--- config.mk ---
export PLATFORM = sky130hd
export DESIGN_NAME = rs_systematic_encoder_top
export DESIGN_NICKNAME = d
export VERILOG_FILES = /design/src/rtl/rse_pkg.sv /design/src/rtl/rse_gf_mul.sv /design/src/rtl/rse_core.sv /design/src/rtl/rs_systematic_encoder_top.sv
export SDC_FILE = /design/constraint.sdc
export NUM_CORES = 2
export LEC_CHECK = 0
export ABC_CLOCK_PERIOD_IN_PS = 8100
export BUFFER_PORTS_ARGS = -buffer_cell sky130_fd_sc_hd__buf_2
export CORE_AREA = 4 4 433 328
export CTS_BUF_LIST = sky130_fd_sc_hd__clkbuf_4 sky130_fd_sc_hd__clkbuf_8 sky130_fd_sc_hd__clkbuf_16
export DETAILED_ROUTE_END_ITERATION = 10
export DIE_AREA = 0 0 437 332
export HOLD_SLACK_MARGIN = 0.15
export PLACE_DENSITY = 0.61
export SKIP_CTS_REPAIR_TIMING = 1
export SYNTH_ARGS = -nofsm -noshare
export SYNTH_HDL_FRONTEND = slang
export SYNTH_HIERARCHICAL = 1
export SYNTH_SLANG_ARGS = --single-unit
--- constraint.sdc ---
create_clock -name i_clk -period 8.1 [get_ports i_clk]
set_input_delay 1.62 -clock i_clk [delete_from_list [all_inputs] [get_ports i_clk]]
set_output_delay 1.62 -clock i_clk [all_outputs]
set_load 0.005 [all_outputs]
--- src/rtl/rse_pkg.sv ---
// Shared constants, types and GF(2^8) helpers of the RS parity encoder.
package rse_pkg;

    localparam int MAX_PARITY = 64;
    localparam int SYM_W      = 8;
    localparam int CFG_W      = 7;
    localparam int FED_W      = 8;
    localparam int CODE_LEN   = 255;
    localparam int PA_W       = $clog2(MAX_PARITY);
    localparam int PL_W       = $clog2(MAX_PARITY + 1);

    // 0x11D without the x^8 term
    localparam logic [SYM_W-1:0] GF_POLY_LOW = 8'h1D;
    localparam logic [CFG_W-1:0] PLEN_RESET  = 7'd16;

    typedef enum logic [3:0] {
        ST_GINIT,
        ST_GSTEP,
        ST_GDRAIN,
        ST_IDLE,
        ST_FB,
        ST_SHIFT,
        ST_DRAIN,
        ST_ERD,
        ST_EOUT,
        ST_ERR
    } t_state;

    typedef struct packed {
        logic [SYM_W-1:0] symbol;
        logic             last;
    } t_item;

    typedef struct packed {
        logic [SYM_W-1:0] parity_symbol;
        logic             end_of_parity;
        logic             too_long;
    } t_res;

    typedef struct packed {
        logic in_ready;
        logic cfg_ready;
    } t_stat;

    // multiply by alpha
    function automatic logic [SYM_W-1:0] gf_xtime(input logic [SYM_W-1:0] a);
        gf_xtime = {a[SYM_W-2:0], 1'b0} ^ (a[SYM_W-1] ? GF_POLY_LOW : '0);
    endfunction

endpackage

--- src/rtl/rse_gf_mul.sv ---
// Shared GF(2^8) multiplier, shift-and-add over the field polynomial.
module rse_gf_mul import rse_pkg::*; (
    input  logic [SYM_W-1:0] i_a,
    input  logic [SYM_W-1:0] i_b,
    output logic [SYM_W-1:0] o_prod
);

    always_comb begin
        logic [SYM_W-1:0] acc;
        logic [SYM_W-1:0] x;
        acc = '0;
        x   = i_a;
        for (int n = 0; n < SYM_W; n++) begin
            if (i_b[n]) begin
                acc = acc ^ x;
            end
            x = gf_xtime(x);
        end
        o_prod = acc;
    end

endmodule

--- src/rtl/rse_core.sv ---
// Sequencer, coefficient and remainder memories around one GF multiplier.
module rse_core import rse_pkg::*; (
    input  logic            i_clk,
    input  logic            i_rst_n,
    input  logic            i_cfg_wr,
    input  logic [PL_W-1:0] i_plen_eff,
    input  logic            i_item_valid,
    input  t_item           i_item,
    output t_stat           o_stat,
    output logic            o_res_valid,
    output t_res            o_res,
    input  logic            i_res_ready
);

    t_state r_state, n_state;

    logic [SYM_W-1:0] par_mem [MAX_PARITY];
    logic [SYM_W-1:0] gen_mem [MAX_PARITY];
    logic [MAX_PARITY-1:0] r_vld;

    logic [PL_W-1:0]  r_i, r_k, r_waddr;
    logic [PA_W-1:0]  r_j, r_e;
    logic [SYM_W-1:0] r_root, r_mop, r_sym;
    logic [FED_W-1:0] r_fed;
    logic             r_ovf, r_tail, r_pend, r_wgen;

    logic [SYM_W-1:0] r_prd, r_ga, r_gb;
    logic             r_pvld, r_ga_z, r_gb_z;

    logic [PL_W-1:0]  plm1, km1;
    logic [PA_W-1:0]  pm1, jm1;
    logic [FED_W-1:0] kk;
    logic             new_ovf, item_go, res_go, clear_msg;

    logic [PA_W-1:0]  p_raddr, ga_addr, gb_addr;
    logic             p_rzero, ga_zero, gb_zero;
    logic [SYM_W-1:0] pdat, gadat, gbdat, prod, wdata;

    assign plm1    = i_plen_eff - PL_W'(1);
    assign pm1     = plm1[PA_W-1:0];
    assign km1     = r_k - PL_W'(1);
    assign jm1     = r_j - PA_W'(1);
    assign kk      = FED_W'(CODE_LEN) - FED_W'(i_plen_eff);
    assign new_ovf = r_ovf || (r_fed >= kk);
    assign item_go = i_item_valid && (r_state == ST_IDLE);
    assign res_go  = o_res_valid && i_res_ready;

    // read address selection
    always_comb begin
        p_raddr = '0;
        p_rzero = 1'b1;
        ga_addr = '0;
        ga_zero = 1'b1;
        gb_addr = '0;
        gb_zero = 1'b1;
        unique case (r_state)
            ST_GSTEP: begin
                ga_addr = r_k[PA_W-1:0];
                ga_zero = (r_k == r_i);
                gb_addr = km1[PA_W-1:0];
                gb_zero = (r_k == '0);
            end
            ST_FB: begin
                p_raddr = pm1;
                p_rzero = 1'b0;
            end
            ST_SHIFT: begin
                p_raddr = jm1;
                p_rzero = (r_j == '0);
                ga_addr = r_j;
                ga_zero = 1'b0;
            end
            ST_ERD, ST_EOUT: begin
                p_raddr = r_e;
                p_rzero = 1'b0;
            end
            default: begin
            end
        endcase
    end

    always_ff @(posedge i_clk) begin
        r_prd  <= par_mem[p_raddr];
        r_pvld <= r_vld[p_raddr] && !p_rzero;
        r_ga   <= gen_mem[ga_addr];
        r_ga_z <= ga_zero;
        r_gb   <= gen_mem[gb_addr];
        r_gb_z <= gb_zero;
    end

    assign pdat  = r_pvld ? r_prd : '0;
    assign gadat = r_ga_z ? '0 : r_ga;
    assign gbdat = r_gb_z ? '0 : r_gb;

    rse_gf_mul u_mul (
        .i_a    (gadat),
        .i_b    (r_mop),
        .o_prod (prod)
    );

    assign wdata = (r_wgen ? gbdat : pdat) ^ prod;

    // write-back of the step issued last cycle
    always_ff @(posedge i_clk) begin
        if (r_pend && r_wgen && (r_waddr < PL_W'(MAX_PARITY))) begin
            gen_mem[r_waddr[PA_W-1:0]] <= wdata;
        end else if (r_state == ST_GINIT) begin
            gen_mem[0] <= SYM_W'(1);
        end
        if (r_pend && !r_wgen) begin
            par_mem[r_waddr[PA_W-1:0]] <= wdata;
        end
    end

    always_ff @(posedge i_clk) begin
        if (!i_rst_n) begin
            r_vld <= '0;
        end else if (clear_msg) begin
            r_vld <= '0;
        end else if (r_pend && !r_wgen) begin
            r_vld[r_waddr[PA_W-1:0]] <= 1'b1;
        end
    end

    // next state
    always_comb begin
        n_state = r_state;
        if (i_cfg_wr) begin
            n_state = ST_GINIT;
        end else begin
            unique case (r_state)
                ST_GINIT:  n_state = ST_GSTEP;
                ST_GSTEP: begin
                    if ((r_k == '0) && (r_i == i_plen_eff)) n_state = ST_GDRAIN;
                end
                ST_GDRAIN: n_state = ST_IDLE;
                ST_IDLE: begin
                    if (item_go) begin
                        if (!new_ovf)         n_state = ST_FB;
                        else if (i_item.last) n_state = ST_ERR;
                    end
                end
                ST_FB:     n_state = ST_SHIFT;
                ST_SHIFT: begin
                    if (r_j == '0) n_state = ST_DRAIN;
                end
                ST_DRAIN: begin
                    if (!r_tail)         n_state = ST_IDLE;
                    else if (r_fed < kk) n_state = ST_FB;
                    else                 n_state = ST_ERD;
                end
                ST_ERD:    n_state = ST_EOUT;
                ST_EOUT: begin
                    if (res_go) n_state = (r_e == pm1) ? ST_IDLE : ST_ERD;
                end
                ST_ERR: begin
                    if (res_go) n_state = ST_IDLE;
                end
                default:   n_state = ST_GINIT;
            endcase
        end
    end

    // outputs
    always_comb begin
        o_stat.in_ready  = (r_state == ST_IDLE);
        o_stat.cfg_ready = (r_state == ST_IDLE) || (r_state == ST_GINIT) ||
                           (r_state == ST_GSTEP) || (r_state == ST_GDRAIN);
        o_res_valid = 1'b0;
        o_res       = '0;
        clear_msg   = i_cfg_wr;
        unique case (r_state)
            ST_EOUT: begin
                o_res_valid         = 1'b1;
                o_res.parity_symbol = pdat;
                o_res.end_of_parity = (r_e == pm1);
                clear_msg           = i_cfg_wr || (i_res_ready && (r_e == pm1));
            end
            ST_ERR: begin
                o_res_valid         = 1'b1;
                o_res.end_of_parity = 1'b1;
                o_res.too_long      = 1'b1;
                clear_msg           = i_cfg_wr || i_res_ready;
            end
            default: begin
            end
        endcase
    end

    always_ff @(posedge i_clk) begin
        if (!i_rst_n) begin
            r_state <= ST_GINIT;
            r_pend  <= 1'b0;
            r_wgen  <= 1'b0;
            r_waddr <= '0;
            r_i     <= '0;
            r_k     <= '0;
            r_j     <= '0;
            r_e     <= '0;
            r_root  <= '0;
            r_mop   <= '0;
            r_sym   <= '0;
            r_tail  <= 1'b0;
            r_fed   <= '0;
            r_ovf   <= 1'b0;
        end else begin
            r_state <= n_state;
            r_pend  <= 1'b0;
            unique case (r_state)
                ST_GINIT: begin
                    r_i    <= PL_W'(1);
                    r_k    <= PL_W'(1);
                    r_root <= gf_xtime(SYM_W'(1));
                end
                ST_GSTEP: begin
                    r_pend  <= 1'b1;
                    r_wgen  <= 1'b1;
                    r_waddr <= r_k;
                    r_mop   <= r_root;
                    if (r_k == '0) begin
                        r_i    <= r_i + PL_W'(1);
                        r_k    <= r_i + PL_W'(1);
                        r_root <= gf_xtime(r_root);
                    end else begin
                        r_k <= km1;
                    end
                end
                ST_IDLE: begin
                    if (item_go) begin
                        if (new_ovf) begin
                            r_ovf <= 1'b1;
                        end else begin
                            r_sym  <= i_item.symbol;
                            r_tail <= i_item.last;
                            r_fed  <= r_fed + FED_W'(1);
                        end
                    end
                end
                ST_FB: begin
                    r_j <= pm1;
                end
                ST_SHIFT: begin
                    r_pend  <= 1'b1;
                    r_wgen  <= 1'b0;
                    r_waddr <= PL_W'(r_j);
                    if (r_j == pm1) r_mop <= r_sym ^ pdat;   // feedback term
                    r_j <= jm1;
                end
                ST_DRAIN: begin
                    r_e <= '0;
                    if (r_tail && (r_fed < kk)) begin
                        r_sym <= '0;
                        r_fed <= r_fed + FED_W'(1);
                    end
                end
                ST_EOUT: begin
                    if (res_go) r_e <= r_e + PA_W'(1);
                end
                default: begin
                end
            endcase
            if (clear_msg) begin
                r_fed <= '0;
                r_ovf <= 1'b0;
            end
            if (i_cfg_wr) begin
                r_pend <= 1'b0;
            end
        end
    end

endmodule

--- src/rtl/rs_systematic_encoder_top.sv ---
// Top level of the GF(2^8) systematic Reed-Solomon parity encoder.
//
//  channel  | handshake            | payload
//  ---------+----------------------+------------------------------------------
//  input    | i_in_valid/o_in_stall| i_symbol, i_last
//  output   | o_out_valid/i_out_stall | o_parity_symbol, o_end_of_parity, o_too_long
//  config   | i_cfg_valid/o_cfg_ready | i_cfg_data (parity length)
//
// After reset and after every config transfer the generator is rebuilt on the one shared
// GF multiplier; no input is taken meanwhile. A message byte keeps the input stalled after
// its transfer until its remainder update is done, and the zeros of the tail are run
// through the remainder in turn. Parity bytes are read out of the remainder memory one at
// a time; an over-long message gives its error result once its last byte has been taken.
// Reset is synchronous, active low; parity length returns to 16.
// A stalled result sits in the output register while the core waits on it.
module rs_systematic_encoder_top import rse_pkg::*; (
    input  logic             i_clk,
    input  logic             i_rst_n,
    // input items
    input  logic             i_in_valid,
    output logic             o_in_stall,
    input  logic [SYM_W-1:0] i_symbol,
    input  logic             i_last,
    // results
    output logic             o_out_valid,
    input  logic             i_out_stall,
    output logic [SYM_W-1:0] o_parity_symbol,
    output logic             o_end_of_parity,
    output logic             o_too_long,
    // configuration
    input  logic             i_cfg_valid,
    output logic             o_cfg_ready,
    input  logic [CFG_W-1:0] i_cfg_data
);

    logic [CFG_W-1:0] r_plen;
    logic [PL_W-1:0]  plen_eff;
    logic             cfg_go;

    t_stat core_stat;
    t_item core_item;
    logic  core_item_valid;
    logic  core_res_valid;
    t_res  core_res;
    logic  res_ready;

    logic  r_out_valid;
    t_res  r_out_res;

    // parity length register; zero acts as one, beyond the maximum clamps
    assign o_cfg_ready = core_stat.cfg_ready;
    assign cfg_go      = i_cfg_valid && o_cfg_ready;

    always_ff @(posedge i_clk) begin
        if (!i_rst_n) begin
            r_plen <= PLEN_RESET;
        end else if (cfg_go) begin
            r_plen <= i_cfg_data;
        end
    end

    always_comb begin
        if (r_plen == '0) begin
            plen_eff = PL_W'(1);
        end else if (r_plen > CFG_W'(MAX_PARITY)) begin
            plen_eff = PL_W'(MAX_PARITY);
        end else begin
            plen_eff = PL_W'(r_plen);
        end
    end

    // input side: hold off a message byte while the core is busy or a config transfer is offered
    assign o_in_stall       = !core_stat.in_ready || i_cfg_valid;
    assign core_item_valid  = i_in_valid && !o_in_stall;
    assign core_item.symbol = i_symbol;
    assign core_item.last   = i_last;

    rse_core u_core (
        .i_clk        (i_clk),
        .i_rst_n      (i_rst_n),
        .i_cfg_wr     (cfg_go),
        .i_plen_eff   (plen_eff),
        .i_item_valid (core_item_valid),
        .i_item       (core_item),
        .o_stat       (core_stat),
        .o_res_valid  (core_res_valid),
        .o_res        (core_res),
        .i_res_ready  (res_ready)
    );

    // output register: refills in the cycle the held result is transferred
    assign res_ready = !r_out_valid || !i_out_stall;

    always_ff @(posedge i_clk) begin
        if (!i_rst_n) begin
            r_out_valid <= 1'b0;
        end else if (res_ready) begin
            r_out_valid <= core_res_valid;
        end
    end

    always_ff @(posedge i_clk) begin
        if (res_ready && core_res_valid) begin
            r_out_res <= core_res;
        end
    end

    assign o_out_valid     = r_out_valid;
    assign o_parity_symbol = r_out_res.parity_symbol;
    assign o_end_of_parity = r_out_res.end_of_parity;
    assign o_too_long      = r_out_res.too_long;

endmodule

==> summary.txt <==
status -> finished, final reports clean
nets@finish -> 4393
Post-Synthesis Cell Area -> 54700 sq um
FF-to-FF path depth -> 13
Slew Viols, Final -> 0
worst r2r dst -> u_core/r_prd[2]
flops & latches, synth -> 1206
# H-tree levels -> 3
worst setup path start -> r_plen[1]
Clock Skews -> 0.0645 ns
post-synthesis sequential area ratio -> 63.0%
Tightest Hold Check Type -> reg -> reg
Critical Path Sink -> u_core/r_prd[2]
leak pwr -> 20.5 nW
Die ar. -> 145000 sq um
via count -> 38.8k
EDFF count, synth -> 1034
P_sw -> 3.03 mW
dpl cells -> 6098
clock tree sinks -> 1206
CTS tree -> yes
reg-to-reg startpoint -> r_plen[1]
most common cell in the netlist -> edfxtp_1
Core ar. -> 138000 sq um
final hold violation count -> 0
PwrDens -> 220 nW/um^2
Max Cap Viol -> 0
largest net degree at the start of global routing -> 117
Die X -> 437 microns
Reg area -> 34500 sq um
period utilisation layout -> 61.1%
Area contributors post-synth -> edfxtp_1, dfxtp_1, nand2_1, mux4_2, nand3_1
Die Ht -> 332 microns
Slew @ Worst Pin -> 1.30 ns
CTS Root Cell -> clkbuf_16
DRT Pass-1 Iters -> 5
Comb pwr share -> 5.4%
WL per Instance -> 27.5 microns
vias in the first global route -> 36.0k
fmax -> 202 MHz
Setup CP Type -> reg -> reg
Period minus WS final -> 4.95 ns
switching portion of total power -> 22.6%
layout cell share with drive strength beyond 1 -> 11.9%
Clock Pin Slew Worst Setup and Hold Paths -> 0.07 ns
I/O pins -> 34
asr flop ratio synth -> 0%
largest area contributor in the netlist -> edfxtp_1
CTS Buffer Depth -> 3
Post-Route WL -> 174000 microns
worst slew margin relative to its limit -> 12.7%
via/cell ratio -> 6.14
top-area cell type share of the netlist area -> 56.8%
worst-skew pair later-pin latency -> 0.78 ns
Multi-input gate area -> 19000 sq um
initial core utilization -> 39.8%
FF-to-FF setup slack -> 3.15 ns
total negative slack -> 0 ns
1st-iter DRT viols -> 5649
Net Count, Synth -> 4499
CTS Buf Count -> 119
PortBufs -> 33
global-route usage over all layers -> 23.2%
non-filler cells, final -> 6324
clock network power share -> 44.4%
Post-Synthesis Cells -> 4465
kind of start point of the critical path -> flop
Detailed Place HPWL -> 108000 microns
CP Capture Type -> flop
Final ANT Viol Nets -> 0
final core utilization -> 44.4%
RSZ-0062 raised after global routing -> false
Routability Congestion -> 0.893
Top FF cell, synth -> edfxtp_1
CP Max Fanout -> 71
Congestion Overflow GR -> 0
row cnt -> 118
initial antenna violation count -> 7
syn_area_per_cell -> 12.3 sq um
sequential share of power -> 50.3%
Unique masters post-synth -> 84
Layout Area Growth over Synthesis -> 11.6%
CP arrival -> 5.67 ns
Syn. warnings -> 6
first-pass GRT wire length -> 254000 microns
Commonest cells post-synth -> edfxtp_1, nand2_1, nand3_1
Max VDD drop -> 0.000207 V
final setup fails -> 0
Pint -> 10.4 mW
Fill cells -> 12.4k
WP data required -> 8.82 ns
# DRC -> 0
placed cells by master, fill, tap and decap left out, drive strengths merged, types with 57 or more instances in the layout:
cell	instances
nor3	69
nand2	857
mux2i	104
o21ai	117
mux4	103
xor2	61
buf	118
edfxtp	1034
o21a	76
xnor2	82
a221oi	58
clkbuf	150
a31oi	57
and3	87
nor2	245
dfxtp	172
nand3	284
worst max-delay path, stage by stage (launching register included):
cell and delay (ns):
dfxtp_1 0.32, or3_1 0.38, o41ai_2 0.72, inv_1 0.23, ha_1 0.42, mux2i_1 0.09, nand2_1 0.18, and2_4 0.75
buf_4 0.61, a21oi_1 0.08, a221oi_1 0.59, a221oi_1 0.10, nand3_1 0.21, and4_1 0.21
area by class of cell:
| type | count | area share, % |
|---|---|---|
| Clock buffer | 150 | 5.40 |
| Inverter | 17 | 0.109 |
| Tap cell | 1860 | 3.81 |
| Antenna cell | 1 | 0.00410 |
| Clock inverter | 75 | 1.59 |
| Multi-Input combinational cell | 2897 | 31.2 |
| Sequential cell | 1206 | 56.5 |
| Timing Repair Buffer | 118 | 1.42 |
worst min-delay path by stage:
stage,slack (ns),cells after the start,start,end
5_1_grt,0.47,1,u_core/r_vld[14],u_core/r_vld[14]
4_1_cts,0.46,1,u_core/r_vld[44],u_core/r_vld[44]
3_5_place_dp,0.44,1,u_core/r_vld[44],u_core/r_vld[44]
6_report,0.46,1,u_core/r_vld[44],u_core/r_vld[44]
3_3_place_gp,0.44,1,u_core/r_vld[56],u_core/r_vld[56]
2_1_floorplan,0.43,1,u_core/r_vld[14],u_core/r_vld[14]
power by group through the flow:
| stage | Combinational (mW) | Sequential (mW) | Clock (mW) |
|---|---|---|---|
| 4_1_cts | 0.690 | 6.75 | 6.03 |
| 3_3_place_gp | 0.683 | 6.88 | 0 |
| 6_report | 0.719 | 6.75 | 5.96 |
| 5_1_grt | 0.751 | 6.75 | 6.30 |
| 2_1_floorplan | 0.446 | 6.85 | 0 |
| 3_5_place_dp | 0.687 | 6.88 | 0 |
layer usage:
metal	vias to the layer above	wire [microns]	global-route usage, %	share of wire, %
met5	-	96	0.428	0.055
met2	2466	70400	31.1	41
li1	16600	-	-	-
met1	19500	76100	36.6	44
met3	261	23000	6.56	13
met4	4	4160	5.59	2.4
metrics by stage:
| stage | power, mW | hold WS, ns | area [sq um] | setup WS, ns |
|---|---|---|---|---|
| CTS | 13.5 | 0.460 | 61100 | 3.15 |
| finish | 13.4 | 0.462 | 61100 | 3.15 |
| floorplan | 7.30 | 0.433 | 54700 | 0.897 |
| global placement | 7.56 | 0.439 | 56800 | 3.25 |
| detailed placement | 7.57 | 0.445 | 56800 | 3.15 |
| global route | 13.8 | 0.473 | 61100 | 2.78 |
logic make-up (layout without fill, tap and decap cells):
group,count (synthesis),in the layout,synth area share (%)
AOI/OAI and AO/OA,742,742,10.0
xor gates and xnor gates,144,144,2.47
adders and majority gates,13,13,0.297
buffers and inverters,362,360,2.85
DFF,1206,1206,63.0
muxes,243,243,6.88
other,0,1,0
and+or+nand+nor,1755,1755,14.4
Power figures use the tool's default switching activity.
